File: src/rtl/core/quadrature_edge_speed_meter_unit_defines.svh
// Assertion helpers shared by the RTL.
`ifndef QUADRATURE_EDGE_SPEED_METER_UNIT_DEFINES_SVH
`define QUADRATURE_EDGE_SPEED_METER_UNIT_DEFINES_SVH

// expr must hold at every clock edge outside reset
`define QESM_ASSERT_ALWAYS(label, clk, rst, expr, msg) \
   label: assert property (@(posedge clk) disable iff (rst) (expr)) else $error(msg);

// cons must hold in the same cycle as ante
`define QESM_ASSERT_IMPLIES(label, clk, rst, ante, cons, msg) \
   label: assert property (@(posedge clk) disable iff (rst) (ante) |-> (cons)) \
      else $error(msg);

// cons must hold in the cycle after ante
`define QESM_ASSERT_NEXT(label, clk, rst, ante, cons, msg) \
   label: assert property (@(posedge clk) disable iff (rst) (ante) |=> (cons)) \
      else $error(msg);

`endif

File: src/rtl/core/qesm_pkg.sv
package qesm_pkg;

   localparam int TIME_WIDTH      = 32;
   localparam int COUNT_WIDTH     = 32;
   localparam int SPEED_WIDTH     = 32;
   localparam int SCALE_WIDTH     = 31;
   localparam int DIR_WIDTH       = 3;
   localparam int CSR_INDEX_WIDTH = 1;
   localparam int CSR_DATA_WIDTH  = SCALE_WIDTH;

   // one quotient bit per divider step
   localparam int DIV_STEPS       = SCALE_WIDTH;
   localparam int DIV_COUNT_WIDTH = $clog2(DIV_STEPS);

   localparam logic [SCALE_WIDTH-1:0] SPEED_SCALE_RESET = 31'd12828768;

   localparam logic OP_EDGE  = 1'b0;
   localparam logic OP_QUERY = 1'b1;

   typedef enum logic [CSR_INDEX_WIDTH-1:0] {
      CSR_INVERT = 1'b0,
      CSR_SCALE  = 1'b1
   } csr_index_type;

   localparam logic signed [DIR_WIDTH-1:0] DIR_FWD      = 3'sb001;
   localparam logic signed [DIR_WIDTH-1:0] DIR_REV      = 3'sb111;
   localparam logic signed [DIR_WIDTH-1:0] DIR_FWD_FLIP = 3'sb010;
   localparam logic signed [DIR_WIDTH-1:0] DIR_REV_FLIP = 3'sb110;

   typedef enum logic [1:0] {
      ST_IDLE,
      ST_CALC,
      ST_DIV,
      ST_RESP
   } state_type;

   typedef struct packed {
      logic                   start;
      logic [SCALE_WIDTH-1:0] dividend;
      logic [TIME_WIDTH-1:0]  divisor;
   } div_ctl_type;

   typedef struct packed {
      logic                   busy;
      logic                   done;
      logic [SCALE_WIDTH-1:0] quotient;
   } div_sts_type;

endpackage

File: src/rtl/core/qesm_req_if.sv
interface qesm_req_if;
   logic                            valid;
   logic                            ready;
   logic                            op;
   logic                            phase_a;
   logic                            phase_b;
   logic [qesm_pkg::TIME_WIDTH-1:0] time_us;

   modport source (output valid, op, phase_a, phase_b, time_us, input ready);
   modport sink (input valid, op, phase_a, phase_b, time_us, output ready);
endinterface

File: src/rtl/core/qesm_rsp_if.sv
interface qesm_rsp_if;
   logic                                    valid;
   logic                                    ready;
   logic signed [qesm_pkg::COUNT_WIDTH-1:0] position_count;
   logic signed [qesm_pkg::SPEED_WIDTH-1:0] speed;
   logic signed [qesm_pkg::DIR_WIDTH-1:0]   direction;

   modport source (output valid, position_count, speed, direction, input ready);
   modport sink (input valid, position_count, speed, direction, output ready);
endinterface

File: src/rtl/core/quadrature_edge_speed_meter_unit.sv
// Quadrature edge counter and period-based speed meter.
// req_bus (valid/ready) carries one beat per A-phase edge (op = 0, with the
// sampled A/B levels and a microsecond timestamp) or per query (op = 1, with
// the current time). rsp_bus returns exactly one beat per request: the signed
// count, the speed (deg/s, 4 fraction bits; 0 for edges) and the direction
// mark (+1/-1 steady, +2/-2 right after a reversal).
// csr_* writes invert_direction (index 0) or speed_scale (index 1); write only
// while no request is in flight.
// Timing: one request at a time; req_bus.ready is low from acceptance until
// the response beat is taken. An edge, or a query right after a reversal,
// answers in the cycle after acceptance. A query with a nonzero period
// passes the interval compare (ST_CALC), the one-bit-per-cycle divider
// (ST_DIV) and the hand-off to the response; a zero period skips the divider.
// Reset clears the count and the edge timestamps, sets the mark to +1 and
// loads the default speed_scale. If the receiver stalls, the response holds
// and no new request is taken.
`include "quadrature_edge_speed_meter_unit_defines.svh"

module quadrature_edge_speed_meter_unit (
   input  logic                                    clock,
   input  logic                                    reset,
   input  logic                                    csr_write_enable,
   input  logic [qesm_pkg::CSR_INDEX_WIDTH-1:0]    csr_index,
   input  logic [qesm_pkg::CSR_DATA_WIDTH-1:0]     csr_write_data,
   qesm_req_if.sink                                req_bus,
   qesm_rsp_if.source                              rsp_bus
);

   qesm_pkg::state_type                      state_ff, state_in;
   logic                                     invert_ff;
   logic [qesm_pkg::SCALE_WIDTH-1:0]         scale_ff;
   logic [qesm_pkg::COUNT_WIDTH-1:0]         count_ff, count_in;
   logic signed [qesm_pkg::DIR_WIDTH-1:0]    mark_ff, mark_in;
   logic [qesm_pkg::TIME_WIDTH-1:0]          last_ff, last_in;
   logic [qesm_pkg::TIME_WIDTH-1:0]          prev_ff, prev_in;
   logic [qesm_pkg::TIME_WIDTH-1:0]          now_ff, now_in;
   logic [qesm_pkg::COUNT_WIDTH-1:0]         pos_ff, pos_in;
   logic [qesm_pkg::SPEED_WIDTH-1:0]         speed_ff, speed_in;
   logic signed [qesm_pkg::DIR_WIDTH-1:0]    dir_ff, dir_in;
   logic [qesm_pkg::TIME_WIDTH-1:0]          interval;
   logic [qesm_pkg::TIME_WIDTH-1:0]          since;
   logic [qesm_pkg::TIME_WIDTH-1:0]          dt;
   logic [qesm_pkg::SPEED_WIDTH-1:0]         mag;
   logic                                     req_accept;
   logic                                     forward;
   qesm_pkg::div_ctl_type                    div_ctl;
   qesm_pkg::div_sts_type                    div_sts;

   qesm_divider u_divider (
      .clock (clock),
      .reset (reset),
      .ctl   (div_ctl),
      .sts   (div_sts)
   );

   always_ff @(posedge clock) begin
      if (reset) begin
         invert_ff <= 1'b0;
         scale_ff  <= qesm_pkg::SPEED_SCALE_RESET;
      end else if (csr_write_enable) begin
         unique case (qesm_pkg::csr_index_type'(csr_index))
            qesm_pkg::CSR_INVERT: invert_ff <= csr_write_data[0];
            qesm_pkg::CSR_SCALE:  scale_ff  <= csr_write_data;
            default: ;
         endcase
      end
   end

   always_ff @(posedge clock) begin
      if (reset) begin
         state_ff <= qesm_pkg::ST_IDLE;
         count_ff <= '0;
         mark_ff  <= qesm_pkg::DIR_FWD;
         last_ff  <= '0;
         prev_ff  <= '0;
      end else begin
         state_ff <= state_in;
         count_ff <= count_in;
         mark_ff  <= mark_in;
         last_ff  <= last_in;
         prev_ff  <= prev_in;
      end
      now_ff   <= now_in;
      pos_ff   <= pos_in;
      speed_ff <= speed_in;
      dir_ff   <= dir_in;
   end

   assign req_accept = req_bus.valid && req_bus.ready;
   assign forward    = req_bus.phase_a ^ req_bus.phase_b ^ invert_ff;
   assign interval   = last_ff - prev_ff;
   assign since      = now_ff - last_ff;
   assign dt         = (interval < since) ? interval : since;
   assign mag        = {1'b0, div_sts.quotient};

   always_comb begin
      state_in         = state_ff;
      count_in         = count_ff;
      mark_in          = mark_ff;
      last_in          = last_ff;
      prev_in          = prev_ff;
      now_in           = now_ff;
      pos_in           = pos_ff;
      speed_in         = speed_ff;
      dir_in           = dir_ff;
      div_ctl.start    = 1'b0;
      div_ctl.dividend = scale_ff;
      div_ctl.divisor  = dt;
      unique case (state_ff)
         qesm_pkg::ST_IDLE: begin
            if (req_accept) begin
               if (req_bus.op == qesm_pkg::OP_EDGE) begin
                  prev_in = last_ff;
                  last_in = req_bus.time_us;
                  if (forward) begin
                     count_in = count_ff + 1'b1;
                     mark_in  = mark_ff[qesm_pkg::DIR_WIDTH-1] ? qesm_pkg::DIR_FWD_FLIP
                                                                : qesm_pkg::DIR_FWD;
                  end else begin
                     count_in = count_ff - 1'b1;
                     mark_in  = mark_ff[qesm_pkg::DIR_WIDTH-1] ? qesm_pkg::DIR_REV
                                                                : qesm_pkg::DIR_REV_FLIP;
                  end
                  pos_in   = count_in;
                  speed_in = '0;
                  dir_in   = mark_in;
                  state_in = qesm_pkg::ST_RESP;
               end else if (mark_ff == qesm_pkg::DIR_FWD || mark_ff == qesm_pkg::DIR_REV) begin
                  now_in   = req_bus.time_us;
                  state_in = qesm_pkg::ST_CALC;
               end else begin
                  // reversal still marked: no valid period
                  pos_in   = count_ff;
                  speed_in = '0;
                  dir_in   = mark_ff;
                  state_in = qesm_pkg::ST_RESP;
               end
            end
         end
         qesm_pkg::ST_CALC: begin
            pos_in = count_ff;
            dir_in = mark_ff;
            if (dt == '0) begin
               speed_in = '0;
               state_in = qesm_pkg::ST_RESP;
            end else begin
               div_ctl.start = 1'b1;
               state_in      = qesm_pkg::ST_DIV;
            end
         end
         qesm_pkg::ST_DIV: begin
            if (div_sts.done) begin
               speed_in = mark_ff[qesm_pkg::DIR_WIDTH-1] ? (~mag + 1'b1) : mag;
               state_in = qesm_pkg::ST_RESP;
            end
         end
         qesm_pkg::ST_RESP: begin
            if (rsp_bus.ready) begin
               state_in = qesm_pkg::ST_IDLE;
            end
         end
         default: state_in = qesm_pkg::ST_IDLE;
      endcase
   end

   assign req_bus.ready          = (state_ff == qesm_pkg::ST_IDLE);
   assign rsp_bus.valid          = (state_ff == qesm_pkg::ST_RESP);
   assign rsp_bus.position_count = pos_ff;
   assign rsp_bus.speed          = speed_ff;
   assign rsp_bus.direction      = dir_ff;

   `QESM_ASSERT_ALWAYS(a_mark_legal, clock, reset,
      mark_ff == qesm_pkg::DIR_FWD || mark_ff == qesm_pkg::DIR_REV ||
      mark_ff == qesm_pkg::DIR_FWD_FLIP || mark_ff == qesm_pkg::DIR_REV_FLIP,
      "direction mark out of range")
   `QESM_ASSERT_IMPLIES(a_div_done_in_div, clock, reset, div_sts.done,
      state_ff == qesm_pkg::ST_DIV, "divider finished outside divide state")
   `QESM_ASSERT_IMPLIES(a_div_idle_outside, clock, reset,
      state_ff == qesm_pkg::ST_IDLE || state_ff == qesm_pkg::ST_RESP, !div_sts.busy,
      "divider busy while no query in work")
   `QESM_ASSERT_NEXT(a_edge_answers_next, clock, reset,
      req_accept && req_bus.op == qesm_pkg::OP_EDGE, rsp_bus.valid && rsp_bus.speed == '0,
      "edge beat not answered next cycle with zero speed")

endmodule

File: src/rtl/core/qesm_divider.sv
module qesm_divider (
   input  logic                  clock,
   input  logic                  reset,
   input  qesm_pkg::div_ctl_type ctl,
   output qesm_pkg::div_sts_type sts
);

   logic                                  busy_ff, busy_in;
   logic                                  done_ff, done_in;
   logic [qesm_pkg::DIV_COUNT_WIDTH-1:0]  count_ff, count_in;
   logic [qesm_pkg::TIME_WIDTH-1:0]       rem_ff, rem_in;
   logic [qesm_pkg::SCALE_WIDTH-1:0]      quo_ff, quo_in;
   logic [qesm_pkg::TIME_WIDTH-1:0]       div_ff, div_in;
   logic [qesm_pkg::TIME_WIDTH:0]         trial;
   logic [qesm_pkg::TIME_WIDTH:0]         diff;

   always_ff @(posedge clock) begin
      if (reset) begin
         busy_ff  <= 1'b0;
         done_ff  <= 1'b0;
         count_ff <= '0;
      end else begin
         busy_ff  <= busy_in;
         done_ff  <= done_in;
         count_ff <= count_in;
      end
      rem_ff <= rem_in;
      quo_ff <= quo_in;
      div_ff <= div_in;
   end

   // restoring division: shift in the next dividend bit, subtract if it fits
   always_comb begin
      trial    = {rem_ff, quo_ff[qesm_pkg::SCALE_WIDTH-1]};
      diff     = trial - {1'b0, div_ff};
      busy_in  = busy_ff;
      done_in  = 1'b0;
      count_in = count_ff;
      rem_in   = rem_ff;
      quo_in   = quo_ff;
      div_in   = div_ff;
      if (ctl.start) begin
         busy_in  = 1'b1;
         count_in = '0;
         rem_in   = '0;
         quo_in   = ctl.dividend;
         div_in   = ctl.divisor;
      end else if (busy_ff) begin
         if (trial >= {1'b0, div_ff}) begin
            rem_in = diff[qesm_pkg::TIME_WIDTH-1:0];
            quo_in = {quo_ff[qesm_pkg::SCALE_WIDTH-2:0], 1'b1};
         end else begin
            rem_in = trial[qesm_pkg::TIME_WIDTH-1:0];
            quo_in = {quo_ff[qesm_pkg::SCALE_WIDTH-2:0], 1'b0};
         end
         if (count_ff == qesm_pkg::DIV_COUNT_WIDTH'(qesm_pkg::DIV_STEPS - 1)) begin
            busy_in = 1'b0;
            done_in = 1'b1;
         end else begin
            count_in = count_ff + 1'b1;
         end
      end
   end

   assign sts.busy     = busy_ff;
   assign sts.done     = done_ff;
   assign sts.quotient = quo_ff;

endmodule
File: src/flat_wrapper.sv
// flat-port wrapper written by rule: the top's interface ports become plain ports
module quadrature_edge_speed_meter_unit_flat 
  (clock, reset, csr_write_enable, csr_index, csr_write_data, req_bus_valid, req_bus_op, req_bus_phase_a, req_bus_phase_b, req_bus_time_us, req_bus_ready, rsp_bus_valid, rsp_bus_position_count, rsp_bus_speed, rsp_bus_direction, rsp_bus_ready);
  qesm_req_if req_bus_i ();
  qesm_rsp_if rsp_bus_i ();
  input  logic clock;
  input  logic reset;
  input  logic csr_write_enable;
  input  logic [qesm_pkg::CSR_INDEX_WIDTH-1:0] csr_index;
  input  logic [qesm_pkg::CSR_DATA_WIDTH-1:0] csr_write_data;
  input wire logic [$bits(req_bus_i.valid)-1:0] req_bus_valid;
  input wire logic [$bits(req_bus_i.op)-1:0] req_bus_op;
  input wire logic [$bits(req_bus_i.phase_a)-1:0] req_bus_phase_a;
  input wire logic [$bits(req_bus_i.phase_b)-1:0] req_bus_phase_b;
  input wire logic [$bits(req_bus_i.time_us)-1:0] req_bus_time_us;
  output wire logic [$bits(req_bus_i.ready)-1:0] req_bus_ready;
  output wire logic [$bits(rsp_bus_i.valid)-1:0] rsp_bus_valid;
  output wire logic [$bits(rsp_bus_i.position_count)-1:0] rsp_bus_position_count;
  output wire logic [$bits(rsp_bus_i.speed)-1:0] rsp_bus_speed;
  output wire logic [$bits(rsp_bus_i.direction)-1:0] rsp_bus_direction;
  input wire logic [$bits(rsp_bus_i.ready)-1:0] rsp_bus_ready;
  assign req_bus_i.valid = req_bus_valid;
  assign req_bus_i.op = req_bus_op;
  assign req_bus_i.phase_a = req_bus_phase_a;
  assign req_bus_i.phase_b = req_bus_phase_b;
  assign req_bus_i.time_us = req_bus_time_us;
  assign req_bus_ready = req_bus_i.ready;
  assign rsp_bus_valid = rsp_bus_i.valid;
  assign rsp_bus_position_count = rsp_bus_i.position_count;
  assign rsp_bus_speed = rsp_bus_i.speed;
  assign rsp_bus_direction = rsp_bus_i.direction;
  assign rsp_bus_i.ready = rsp_bus_ready;
  quadrature_edge_speed_meter_unit u_core (.clock(clock), .reset(reset), .csr_write_enable(csr_write_enable), .csr_index(csr_index), .csr_write_data(csr_write_data), .req_bus(req_bus_i), .rsp_bus(rsp_bus_i));
endmodule
File: config.mk
export PLATFORM = sky130hd
export DESIGN_NAME = quadrature_edge_speed_meter_unit_flat
export DESIGN_NICKNAME = d
export VERILOG_FILES = /design/src/rtl/core/qesm_pkg.sv /design/src/rtl/core/qesm_req_if.sv /design/src/rtl/core/qesm_rsp_if.sv /design/src/rtl/core/quadrature_edge_speed_meter_unit.sv /design/src/rtl/core/qesm_divider.sv /design/src/flat_wrapper.sv
export VERILOG_INCLUDE_DIRS = /design/src /design/src/rtl/core
export SDC_FILE = /design/constraint.sdc
export NUM_CORES = 1
export LEC_CHECK = 0
export BUFFER_PORTS_ARGS = -buffer_cell sky130_fd_sc_hd__buf_2
export CAP_MARGIN = 25
export CORE_ASPECT_RATIO = 1.5
export CORE_MARGIN = 4
export CORE_UTILIZATION = 53
export DETAILED_ROUTE_END_ITERATION = 10
export PLACE_DENSITY = 0.83
export SYNTH_ARGS = -nofsm -noshare
export SYNTH_HDL_FRONTEND = slang
export SYNTH_SLANG_ARGS = --single-unit
File: constraint.sdc
create_clock -name clock -period 7.65 [get_ports clock]
set_input_delay 1.53 -clock clock [delete_from_list [all_inputs] [get_ports clock]]
set_output_delay 1.53 -clock clock [all_outputs]
set_load 0.005 [all_outputs]
==> results of run 1 <==
==> area by class of cell <==
cell class / instances / area (um2)
Fill cell: 3433 / 16270
Multi-Input combinational cell: 1902 / 12200
Antenna cell: 4 / 10.01
Sequential cell: 334 / 8309
Timing Repair Buffer: 168 / 950.9
Inverter: 143 / 536.8
Clock inverter: 20 / 254.0
Clock buffer: 44 / 929.6
Tap cell: 506 / 633.1
==> cell usage in the layout, fill, tap and decap left out, types with 24 or more instances in the layout <==
cell,count
sky130_fd_sc_hd__nand2_1,428
sky130_fd_sc_hd__a21oi_1,244
sky130_fd_sc_hd__nor2_1,185
sky130_fd_sc_hd__dfxtp_1,171
sky130_fd_sc_hd__ha_1,163
sky130_fd_sc_hd__edfxtp_1,162
sky130_fd_sc_hd__inv_1,143
sky130_fd_sc_hd__buf_2,139
sky130_fd_sc_hd__o21ai_0,135
sky130_fd_sc_hd__xor2_1,76
sky130_fd_sc_hd__a21o_1,74
sky130_fd_sc_hd__xnor2_1,64
sky130_fd_sc_hd__nand3_1,47
sky130_fd_sc_hd__a211oi_1,46
sky130_fd_sc_hd__clkbuf_16,35
sky130_fd_sc_hd__nor3_1,29
sky130_fd_sc_hd__mux2_4,27
sky130_fd_sc_hd__nand4_1,26
sky130_fd_sc_hd__o211ai_1,25
sky130_fd_sc_hd__buf_4,25
sky130_fd_sc_hd__nand2b_1,24
==> per-layer routing <==
layer | share of wire | up-vias
met5 | 0 | -
met4 | 0.045 | 0
met3 | 0.042 | 162
met2 | 0.52 | 554
met1 | 0.39 | 8975
li1 | - | 9056
==> cells by family after synthesis <==
group	Yosys count
mux	49
compound gates	685
buf+inv	257
simple gates	861
xor+xnor	140
flops	334
fa+ha+maj	167
==> worst min-delay path, delay by kind of cell, from the launching register on <==
family | cells | cell delay (ns)
AND/OR/NAND/NOR | 1 | 0.05
AO/OA/AOI/OAI | 1 | 0.05
flip-flops | 1 | 0.31
==> registers in the layout, indices dropped and copies added (netlist names), 2 cells and up <==
name / cells
u_core.count_ff: 32
u_core.last_ff: 32
u_core.now_ff: 32
u_core.prev_ff: 32
u_core.rsp_bus.position_count: 32
u_core.rsp_bus.speed: 32
u_core.u_divider.div_ff: 32
u_core.u_divider.rem_ff: 32
u_core.scale_ff: 31
u_core.u_divider.quo_ff: 31
u_core.u_divider.count_ff: 5
u_core.mark_ff: 3
u_core.rsp_bus.direction: 3
u_core.state_ff: 2
==> stage by stage <==
stage          hold WS (ns)  cell area [um2]  setup slack [ns]
6_report             0.4533            23820            0.4095
5_1_grt              0.4685            23820           0.05260
4_1_cts              0.4555            23730            0.2440
3_5_place_dp         0.4473            22540            0.2763
3_3_place_gp         0.4413            22540            0.3905
2_1_floorplan        0.4329            21450           0.03479
==> power breakdown <==
| part | internal [mW] | switching (mW) |
|---|---|---|
| clock | 1.02 | 0.761 |
| sequential | 2.68 | 0.325 |
| combinational | 2.13 | 3.40 |
==> worst max path at each step <==
stage | cells after the start | endpoint | from
floorplan | 26 | u_core.rsp_bus.speed[0] | u_core.last_ff[0]
global placement | 22 | u_core.u_divider.quo_ff[10] | u_core.last_ff[16]
detailed placement | 22 | u_core.u_divider.quo_ff[9] | u_core.last_ff[16]
CTS | 22 | u_core.u_divider.quo_ff[10] | u_core.last_ff[16]
global route | 22 | u_core.u_divider.quo_ff[1] | u_core.last_ff[16]
finish | 24 | u_core.u_divider.quo_ff[1] | u_core.last_ff[0]
==> impl_results.html, run 1 <==
<table>
<tr><th>Metric</th><th>Value</th></tr>
<tr><th colspan="2">Status</th></tr>
<tr><td>Status</td><td>finished, final reports clean</td></tr>
<tr><th colspan="2">Setup path</th></tr>
<tr><td>Reg2reg end</td><td>u_core.u_divider.quo_ff[1]</td></tr>
<tr><td>Crit path largest cell delay</td><td>roughly 0.53 ns</td></tr>
<tr><td>Kind of critical path</td><td>flip-flop to flip-flop</td></tr>
<tr><td>Arrival time at the worst endpoint</td><td>about 7.5 ns</td></tr>
<tr><td>Critical path startpoint category</td><td>flip-flop</td></tr>
<tr><td>Count of buffering cells on the critical path with inverters included</td><td>4</td></tr>
<tr><td>Critical Path Sink Type</td><td>flip-flop</td></tr>
<tr><td>Setup slack on the worst flop-to-flop path</td><td>~0.41 ns</td></tr>
<tr><td>Cells on worst reg2reg path</td><td>24</td></tr>
<tr><td>Cells along the critical path</td><td>inv_1 -&gt; ha_1 -&gt; inv_1 -&gt; fa_1 -&gt; a211oi_2 -&gt; o211ai_2 -&gt; a21o_1 -&gt; a211o_1 -&gt; a311o_1 -&gt; a211o_1 -&gt; xor2_1 -&gt; ha_1 -&gt; nand4_1 -&gt; nor4_1 -&gt; nand3_1 -&gt; o21a_1 -&gt; buf_4 -&gt; and4_1 -&gt; a2111oi_2 -&gt; a2111oi_2 -&gt; nor4b_2 -&gt; nor2b_4 -&gt; buf_4 -&gt; mux2_2</td></tr>
<tr><td>Largest delay share family, worst path</td><td>compound AO/OA/AOI/OAI gates</td></tr>
<tr><td>Largest fanout of any net on the critical path</td><td>33</td></tr>
<tr><td>Startpoint of the worst-slack reg-to-reg timing path</td><td>u_core.last_ff[0]</td></tr>
<tr><td>Cell type of the slowest stage on the worst timing path</td><td>sky130_fd_sc_hd__buf_4</td></tr>
<tr><td>CP Data Required Time</td><td>7.94 ns</td></tr>
<tr><th colspan="2">Pwr</th></tr>
<tr><td>Static leakage power</td><td>between 9 and 10 nW</td></tr>
<tr><td>Largest voltage drop on the vdd net</td><td>between 0.2 and 0.25 mV</td></tr>
<tr><td>Power consumption</td><td>about 10 mW</td></tr>
<tr><td>PD cells</td><td>433.0 nW/um2</td></tr>
<tr><th colspan="2">Synth</th></tr>
<tr><td>Post-synthesis cell area</td><td>between 20,000 and 25,000 um2</td></tr>
<tr><td>Commonest register cell after synthesis</td><td>sky130_fd_sc_hd__dfxtp_1</td></tr>
<tr><td>Number of nets produced by synthesis</td><td>~2,700</td></tr>
<tr><td>Simple logic cell fraction of the synthesized area</td><td>0.1794</td></tr>
<tr><td>Avg Inst Size Synth</td><td>8.604 um2</td></tr>
<tr><td>Leading post-synthesis cells by cell area</td><td>sky130_fd_sc_hd__edfxtp_1 23%, sky130_fd_sc_hd__dfxtp_1 16%, sky130_fd_sc_hd__ha_1 9.5%</td></tr>
<tr><td>Synthesis Warnings</td><td>0</td></tr>
<tr><td>Area share of the leading cell type in the synthesized netlist</td><td>0.2268</td></tr>
<tr><td>Number of distinct library cell variants in the gate-level netlist after synthesis</td><td>74</td></tr>
<tr><td>XOR/XNOR Fraction of Synth Area</td><td>0.05716</td></tr>
<tr><td>Arithmetic-cell share of the synthesized area counting full adders, half adders and majority gates</td><td>0.09881</td></tr>
<tr><td>Top cell types by occurrence after synthesis</td><td>428 x sky130_fd_sc_hd__nand2_1, 244 x sky130_fd_sc_hd__a21oi_1, 186 x sky130_fd_sc_hd__nor2_1, 172 x sky130_fd_sc_hd__dfxtp_1, 163 x sky130_fd_sc_hd__ha_1</td></tr>
<tr><td>Sequential fraction of the synthesis area</td><td>0.3873</td></tr>
<tr><td>Register bit total from synthesis</td><td>around 330</td></tr>
<tr><td>Most instantiated library cell after synthesis</td><td>sky130_fd_sc_hd__nand2_1</td></tr>
<tr><td>Main combinational cell family by area after synthesis</td><td>compound AO/OA/AOI/OAI gates</td></tr>
<tr><td>Share of cell area taken by muxes after synthesis</td><td>0.02934</td></tr>
<tr><td>Share of flip-flops with an asynchronous set or reset after synthesis</td><td>0</td></tr>
<tr><td>Synthesized instance count</td><td>roughly 2,500</td></tr>
<tr><td>EDFF count, synth</td><td>approximately 160</td></tr>
<tr><td>Cell type with the highest aggregate area in the netlist</td><td>sky130_fd_sc_hd__edfxtp_1</td></tr>
<tr><td>Synth Area in Compound Gates</td><td>0.2013</td></tr>
<tr><th colspan="2">Timing</th></tr>
<tr><td>Max frequency</td><td>~140 MHz</td></tr>
<tr><td>Slew at the pin closest to its max-slew limit</td><td>around 1.1 ns</td></tr>
<tr><td>Max-slew violation count</td><td>0</td></tr>
<tr><td>Final TNS setup</td><td>0 ns</td></tr>
<tr><td>Post-route fraction of the period consumed by the critical path</td><td>0.9465</td></tr>
<tr><td>Normalized max-slew margin</td><td>0.2980</td></tr>
<tr><td>Final worst path period need</td><td>7.241 ns</td></tr>
<tr><td>Worst Clk Skew</td><td>about 0.021 ns</td></tr>
<tr><td>Final-report hold violation count</td><td>0</td></tr>
<tr><td>Final-report setup violation count</td><td>0</td></tr>
<tr><td>Setup repair after global routing missed its margin</td><td>no</td></tr>
<tr><th colspan="2">Clock tree</th></tr>
<tr><td>Root buffer selected by CTS</td><td>sky130_fd_sc_hd__clkbuf_16</td></tr>
<tr><td>Clock edge transition at the registers on the reported setup and hold paths</td><td>~0.070 ns</td></tr>
<tr><td>Hold Buf Count CTS</td><td>0</td></tr>
<tr><td>Insertion delay to the later sink of the worst-skew pair</td><td>0.55 ns</td></tr>
<tr><td>Number of CTS-inserted buffers</td><td>35</td></tr>
<tr><td>Post CTS Setup Buffer Count</td><td>0</td></tr>
<tr><td>Htree depth</td><td>2</td></tr>
<tr><td>Clk sink count</td><td>334</td></tr>
<tr><td>Post-CTS sizing</td><td>0</td></tr>
<tr><td>TritonCTS clock tree</td><td>yes</td></tr>
<tr><td>CTS Buffer Depth</td><td>3</td></tr>
<tr><th colspan="2">Global route</th></tr>
<tr><td>GRT Residual Overflow</td><td>0</td></tr>
<tr><td>Total track usage</td><td>0.2536</td></tr>
<tr><td>Number of global-route vias before repair</td><td>between 15,000 and 20,000</td></tr>
<tr><td>Met3 demand-to-capacity share in global routing</td><td>0.02574</td></tr>
<tr><td>Global-route wire length before repair</td><td>between 90 and 100 mm</td></tr>
<tr><td>Largest net degree at the start of global routing</td><td>90</td></tr>
<tr><td>Met2 demand-to-capacity share in global routing</td><td>0.4666</td></tr>
<tr><td>Initial antenna violation count</td><td>4</td></tr>
<tr><td>Met1 demand-to-capacity share in global routing</td><td>0.2960</td></tr>
<tr><td>Most used routing layer</td><td>met2</td></tr>
<tr><th colspan="2">Die</th></tr>
<tr><td>FP Rows</td><td>90</td></tr>
<tr><td>Die Footprint</td><td>43,820 um2</td></tr>
<tr><td>X dimension of the die</td><td>172.3 um</td></tr>
<tr><td>Core region area</td><td>40,090 um2</td></tr>
<tr><td>Effective utilization at floorplan</td><td>0.5351</td></tr>
<tr><td># IOs</td><td>~140</td></tr>
<tr><td>Die span in y</td><td>254.4 um</td></tr>
<tr><th colspan="2">Route</th></tr>
<tr><td>Drt initial violations</td><td>~1,200</td></tr>
<tr><td>Detailed Routing Iterations Pass 1</td><td>6</td></tr>
<tr><td>WL/cell</td><td>approximately 18 um</td></tr>
<tr><td>Post-DRT Antenna Nets</td><td>0</td></tr>
<tr><td>Routed via count divided by cell count</td><td>6.007</td></tr>
<tr><td>Drt drc</td><td>0</td></tr>
<tr><td>Detailed Route WL</td><td>about 58 mm</td></tr>
<tr><td>Count of vias placed by the detailed router</td><td>18,747</td></tr>
<tr><th colspan="2">Min path</th></tr>
<tr><td>Min-Delay Endpoint</td><td>u_core.prev_ff[26]</td></tr>
<tr><td>HP Start</td><td>u_core.prev_ff[26]</td></tr>
<tr><td>Path type of the worst min-delay path</td><td>flip-flop to flip-flop</td></tr>
<tr><td>Hold Path Stages</td><td>2</td></tr>
<tr><th colspan="2">Placement</th></tr>
<tr><td>Port-buffer cells</td><td>140</td></tr>
<tr><td>Placed insts</td><td>approximately 3,000</td></tr>
<tr><td>Post-detail-place hpwl</td><td>42.01 mm</td></tr>
<tr><td>Last weighted congestion value of the routability-driven placer</td><td>between 0.9 and 1</td></tr>
<tr><th colspan="2">Final layout</th></tr>
<tr><td>Ratio of cells with drive above 1 in the final layout</td><td>0.1076</td></tr>
<tr><td>Net total in the final layout</td><td>2,823</td></tr>
<tr><td>Final design utilization</td><td>0.5942</td></tr>
<tr><td>Area Overhead vs Synth</td><td>11.05%</td></tr>
<tr><td>Non-filler instance count after layout</td><td>3,121</td></tr>
<tr><th colspan="2">Flow run</th></tr>
<tr><td>Max-cap violations</td><td>0</td></tr>
</table>
No activity file was read; power rests on OpenSTA's default activity.
==> inputs of run 2 (changes only) <==
--- a/config.mk
+++ b/config.mk
@@ -6,13 +6,13 @@
 export SDC_FILE = /design/constraint.sdc
 export NUM_CORES = 1
 export LEC_CHECK = 0
-export BUFFER_PORTS_ARGS = -buffer_cell sky130_fd_sc_hd__buf_2
 export CAP_MARGIN = 25
 export CORE_ASPECT_RATIO = 1.5
 export CORE_MARGIN = 4
 export CORE_UTILIZATION = 53
 export DETAILED_ROUTE_END_ITERATION = 10
-export PLACE_DENSITY = 0.83
+export DONT_BUFFER_PORTS = 1
+export PLACE_DENSITY = 0.8
 export SYNTH_ARGS = -nofsm -noshare
 export SYNTH_HDL_FRONTEND = slang
 export SYNTH_SLANG_ARGS = --single-unit
==> run 2 against run 1 <==
Effect of this change:
- worst hold slack got worse by 0.0016 ns
- die area did not move
- total power down 2.6%
- critical path depth shrank 3
- sequential power up 2%
- non-clock buffer count is 144 lower
- clock skew increased by 0.0036 ns
- utilization down 1.9 points
- worst setup slack improved by 0.013 ns
- via count shrank 3.9%
- clock power shrank 4%
- final cell count decreased by 4.8%
==> impl_results.html, run 2 (synthesis gave the netlist of run 1 again) <==
<table>
<tr><th>Metric</th><th>Value</th></tr>
<tr><th colspan="2">Status</th></tr>
<tr><td>Status</td><td>finished, final reports clean</td></tr>
<tr><th colspan="2">Die</th></tr>
<tr><td>Die Footprint</td><td>43,820 um2 (unchanged)</td></tr>
<tr><td>FP Rows</td><td>90 (unchanged)</td></tr>
<tr><td>Core region area</td><td>40,090 um2 (unchanged)</td></tr>
<tr><td>X dimension of the die</td><td>172.3 um (unchanged)</td></tr>
<tr><td># IOs</td><td>141 (unchanged)</td></tr>
<tr><td>Effective utilization at floorplan</td><td>0.5351 (unchanged)</td></tr>
<tr><td>Die span in y</td><td>254.4 um (unchanged)</td></tr>
<tr><th colspan="2">Route</th></tr>
<tr><td>Detailed Routing Iterations Pass 1</td><td>7 (+1)</td></tr>
<tr><td>Drt initial violations</td><td>1,281 (+7.6%)</td></tr>
<tr><td>Drt drc</td><td>0 (unchanged)</td></tr>
<tr><td>WL/cell</td><td>18.61 um (+0.62%)</td></tr>
<tr><td>Detailed Route WL</td><td>55.28 mm (-4.2%)</td></tr>
<tr><td>Routed via count divided by cell count</td><td>6.065 (+0.98%)</td></tr>
<tr><td>Wire length on met3</td><td>2.296 mm (-4.8%)</td></tr>
<tr><td>Wire length on met1</td><td>22.25 mm (-2.0%)</td></tr>
<tr><td>Topmost layer with routed signal wires</td><td>met4</td></tr>
<tr><td>Count of vias placed by the detailed router</td><td>18,020 (-3.9%)</td></tr>
<tr><td>Met2 routed WL</td><td>28.76 mm (-4.1%)</td></tr>
<tr><td>Post-DRT Antenna Nets</td><td>0 (unchanged)</td></tr>
<tr><th colspan="2">Final layout</th></tr>
<tr><td>Cell area after layout</td><td>23,050 um2 (-3.2%)</td></tr>
<tr><td>Ratio of cells with drive above 1 in the final layout</td><td>0.05314 (-0.05448)</td></tr>
<tr><td>Highest-count cells in the layout ignoring fill and taps</td><td>428 x sky130_fd_sc_hd__nand2_1, 244 x sky130_fd_sc_hd__a21oi_1, 185 x sky130_fd_sc_hd__nor2_1</td></tr>
<tr><td>Net total in the final layout</td><td>2,678 (-5.1%)</td></tr>
<tr><td>Non-filler instance count after layout</td><td>2,971 (-4.8%)</td></tr>
<tr><td>Antenna diode count</td><td>0 (-4)</td></tr>
<tr><td>Final design utilization</td><td>0.5750 (-0.01916)</td></tr>
<tr><td>Commonest non-fill, non-tap cell in the layout</td><td>sky130_fd_sc_hd__nand2_1</td></tr>
<tr><td>Area Overhead vs Synth</td><td>7.466%</td></tr>
<tr><th colspan="2">Clock tree</th></tr>
<tr><td>Insertion delay to the later sink of the worst-skew pair</td><td>0.55 ns (about the same)</td></tr>
<tr><td>Clock edge transition at the registers on the reported setup and hold paths</td><td>0.06 ns (about the same)</td></tr>
<tr><td>Post CTS Setup Buffer Count</td><td>0 (unchanged)</td></tr>
<tr><td>CTS Buffer Depth</td><td>3 (unchanged)</td></tr>
<tr><td>Number of CTS-inserted buffers</td><td>34 (-2.9%)</td></tr>
<tr><td>Root buffer selected by CTS</td><td>sky130_fd_sc_hd__clkbuf_16</td></tr>
<tr><td>Clk sink count</td><td>334 (unchanged)</td></tr>
<tr><td>TritonCTS clock tree</td><td>yes</td></tr>
<tr><td>Htree depth</td><td>2 (unchanged)</td></tr>
<tr><th colspan="2">Timing</th></tr>
<tr><td>Final worst path period need</td><td>7.228 ns (-0.01288 ns)</td></tr>
<tr><td>Normalized max-slew margin</td><td>0.3507 (+0.05270)</td></tr>
<tr><td>Final TNS setup</td><td>0 ns (unchanged)</td></tr>
<tr><td>Final-report hold violation count</td><td>0 (unchanged)</td></tr>
<tr><td>Smallest setup slack after layout</td><td>0.4223 ns (+0.01288 ns)</td></tr>
<tr><td>Post-route fraction of the period consumed by the critical path</td><td>0.9448 (-0.001683)</td></tr>
<tr><td>Setup repair after global routing missed its margin</td><td>no</td></tr>
<tr><td>Max frequency</td><td>138.4 MHz (+0.18%)</td></tr>
<tr><td>Worst Clk Skew</td><td>0.02499 ns (+0.003625 ns)</td></tr>
<tr><td>Fin Hold WS</td><td>0.4516 ns (-0.001642 ns)</td></tr>
<tr><td>Slew at the pin closest to its max-slew limit</td><td>0.9728 ns (-0.07896 ns)</td></tr>
<tr><td>Final-report setup violation count</td><td>0 (unchanged)</td></tr>
<tr><td>Max-slew violation count</td><td>0 (unchanged)</td></tr>
<tr><th colspan="2">Pwr</th></tr>
<tr><td>Power consumption</td><td>10.04 mW (-2.6%)</td></tr>
<tr><td>Static leakage power</td><td>9.264 nW (-6.1%)</td></tr>
<tr><td>PD cells</td><td>435.7 nW/um2 (+0.63%)</td></tr>
<tr><td>Internal portion of total power</td><td>5.687 mW (-2.4%)</td></tr>
<tr><td>Largest voltage drop on the vdd net</td><td>0.2032 mV (-13%)</td></tr>
<tr><td>Switching power share of the total</td><td>0.4338 (-0.001031)</td></tr>
<tr><td>Part of the total power dissipated in combinational logic</td><td>0.526 (-0.010)</td></tr>
<tr><td>Power dissipated by switching net loads</td><td>4.358 mW (-2.8%)</td></tr>
<tr><td>Clock power share</td><td>0.170 (-0.003)</td></tr>
<tr><td>Part of the total power dissipated in sequential elements</td><td>0.304 (+0.013)</td></tr>
<tr><th colspan="2">Global route</th></tr>
<tr><td>Number of global-route vias before repair</td><td>17,309 (-5.8%)</td></tr>
<tr><td>GRT Residual Overflow</td><td>0 (unchanged)</td></tr>
<tr><td>Global-route wire length before repair</td><td>88.33 mm (-3.4%)</td></tr>
<tr><td>Initial antenna violation count</td><td>0 (-4)</td></tr>
<tr><td>Total track usage</td><td>0.2454 (-0.008220)</td></tr>
<tr><td>Largest net degree at the start of global routing</td><td>132 (+47%)</td></tr>
<tr><th colspan="2">Placement</th></tr>
<tr><td>Placed insts</td><td>2,906 (-4.7%)</td></tr>
<tr><td>Post-detail-place hpwl</td><td>40.51 mm (-3.6%)</td></tr>
<tr><td>Placed standard-cell area</td><td>21,830 um2 (-3.2%)</td></tr>
<tr><td>Last weighted congestion value of the routability-driven placer</td><td>0.9827 (-0.37%)</td></tr>
<tr><td>Worst slack after detailed placement</td><td>0.2229 ns (-0.05340 ns)</td></tr>
<tr><td>Port-buffer cells</td><td>0 (-100%)</td></tr>
<tr><th colspan="2">Setup path</th></tr>
<tr><td>Cells along the critical path</td><td>inv_1 -&gt; ha_1 -&gt; and3_1 -&gt; nand2_1 -&gt; nor4_1 -&gt; o211a_1 -&gt; o21a_1 -&gt; a2111oi_0 -&gt; a311oi_1 -&gt; ha_1 -&gt; nand4_1 -&gt; nor4_1 -&gt; nand3_1 -&gt; o21a_1 -&gt; a2111oi_0 -&gt; a2111oi_2 -&gt; a2111oi_2 -&gt; nor4b_4 -&gt; nor2b_4 -&gt; or2_1 -&gt; buf_4</td></tr>
<tr><td>Startpoint of the worst-slack reg-to-reg timing path</td><td>u_core.last_ff[16]</td></tr>
<tr><td>Critical Path Sink Type</td><td>flip-flop</td></tr>
<tr><td>Arrival time at the worst endpoint</td><td>7.51 ns (-0.02 ns)</td></tr>
<tr><td>Largest fanout of any net on the critical path</td><td>19 (-42%)</td></tr>
<tr><td>CP Data Required Time</td><td>7.94 ns (about the same)</td></tr>
<tr><td>CP Depth</td><td>21 (-13%)</td></tr>
<tr><td>Cell type of the slowest stage on the worst timing path</td><td>sky130_fd_sc_hd__a311oi_1</td></tr>
<tr><td>Count of buffering cells on the critical path with inverters included</td><td>2 (-2)</td></tr>
<tr><td>Setup slack on the worst flop-to-flop path</td><td>0.42 ns (about the same)</td></tr>
<tr><td>Kind of critical path</td><td>flip-flop to flip-flop</td></tr>
<tr><td>Cells on worst reg2reg path</td><td>21 (-13%)</td></tr>
<tr><td>Reg2reg end</td><td>u_core.u_divider.quo_ff[9]</td></tr>
<tr><td>Critical path startpoint category</td><td>flip-flop</td></tr>
<tr><td>Crit path largest cell delay</td><td>0.58 ns (+0.05 ns)</td></tr>
<tr><td>Largest delay share family, worst path</td><td>simple AND/OR/NAND/NOR gates</td></tr>
<tr><th colspan="2">Min path</th></tr>
<tr><td>Path type of the worst min-delay path</td><td>flip-flop to flip-flop</td></tr>
<tr><td>Min-Delay Endpoint</td><td>u_core.prev_ff[27]</td></tr>
<tr><td>HP Start</td><td>u_core.prev_ff[27]</td></tr>
<tr><td>Hold Path Stages</td><td>2 (unchanged)</td></tr>
<tr><th colspan="2">Flow run</th></tr>
<tr><td>Max-cap violations</td><td>0 (unchanged)</td></tr>
</table>
==> run 2: how the worst max path moves through the flow <==
stage                                        to  slack (ns)                from
detailed placement   u_core.u_divider.quo_ff[9]        0.22  u_core.last_ff[16]
floorplan               u_core.rsp_bus.speed[0]        0.03   u_core.last_ff[0]
global route        u_core.u_divider.quo_ff[18]        0.01  u_core.last_ff[16]
finish               u_core.u_divider.quo_ff[9]        0.42  u_core.last_ff[16]
global placement    u_core.u_divider.quo_ff[12]        0.40  u_core.last_ff[16]
CTS                  u_core.u_divider.quo_ff[9]        0.19  u_core.last_ff[16]
==> run 2: layer usage <==
metal | GRT usage | vias up
li1 | - | 8772
met4 | 0.08944 | 0
met5 | 0 | -
met3 | 0.02714 | 112
met1 | 0.2935 | 8625
met2 | 0.4506 | 511
==> run 2: power groups by stage <==
stage / combinational, mW / sequential [mW] / clock, mW
after global placement: 5.00 / 3.07 / 0
final: 5.28 / 3.06 / 1.71
after detailed placement: 5.16 / 3.09 / 0
after CTS: 5.20 / 3.06 / 1.74
after floorplan: 3.99 / 2.97 / 0
after global routing: 5.85 / 3.12 / 1.81
==> run 2: what timing repair did <==
action,4_1_cts,5_1_grt
endpoints found under the setup margin,0,81
hold buffers,0,0
gates resized for setup,0,1
hold endpoints to repair,0,0
==> run 2: tightest hold or removal path, delay by kind of cell, from the launching register on <==
family / cells / cell delay (ns)
DFF: 1 / 0.30
and+or+nand+nor: 1 / 0.05
AOI/OAI and AO/OA: 1 / 0.05
==> run 2: area by class of cell <==
class	instances	area, um2
tap	506	633.1
clock buffer	41	887.1
timing repair buffer	24	232.7
inverter	143	536.8
multi-input combinational	1902	12190
clock inverter	21	264.0
sequential	334	8309
fill	3492	17040
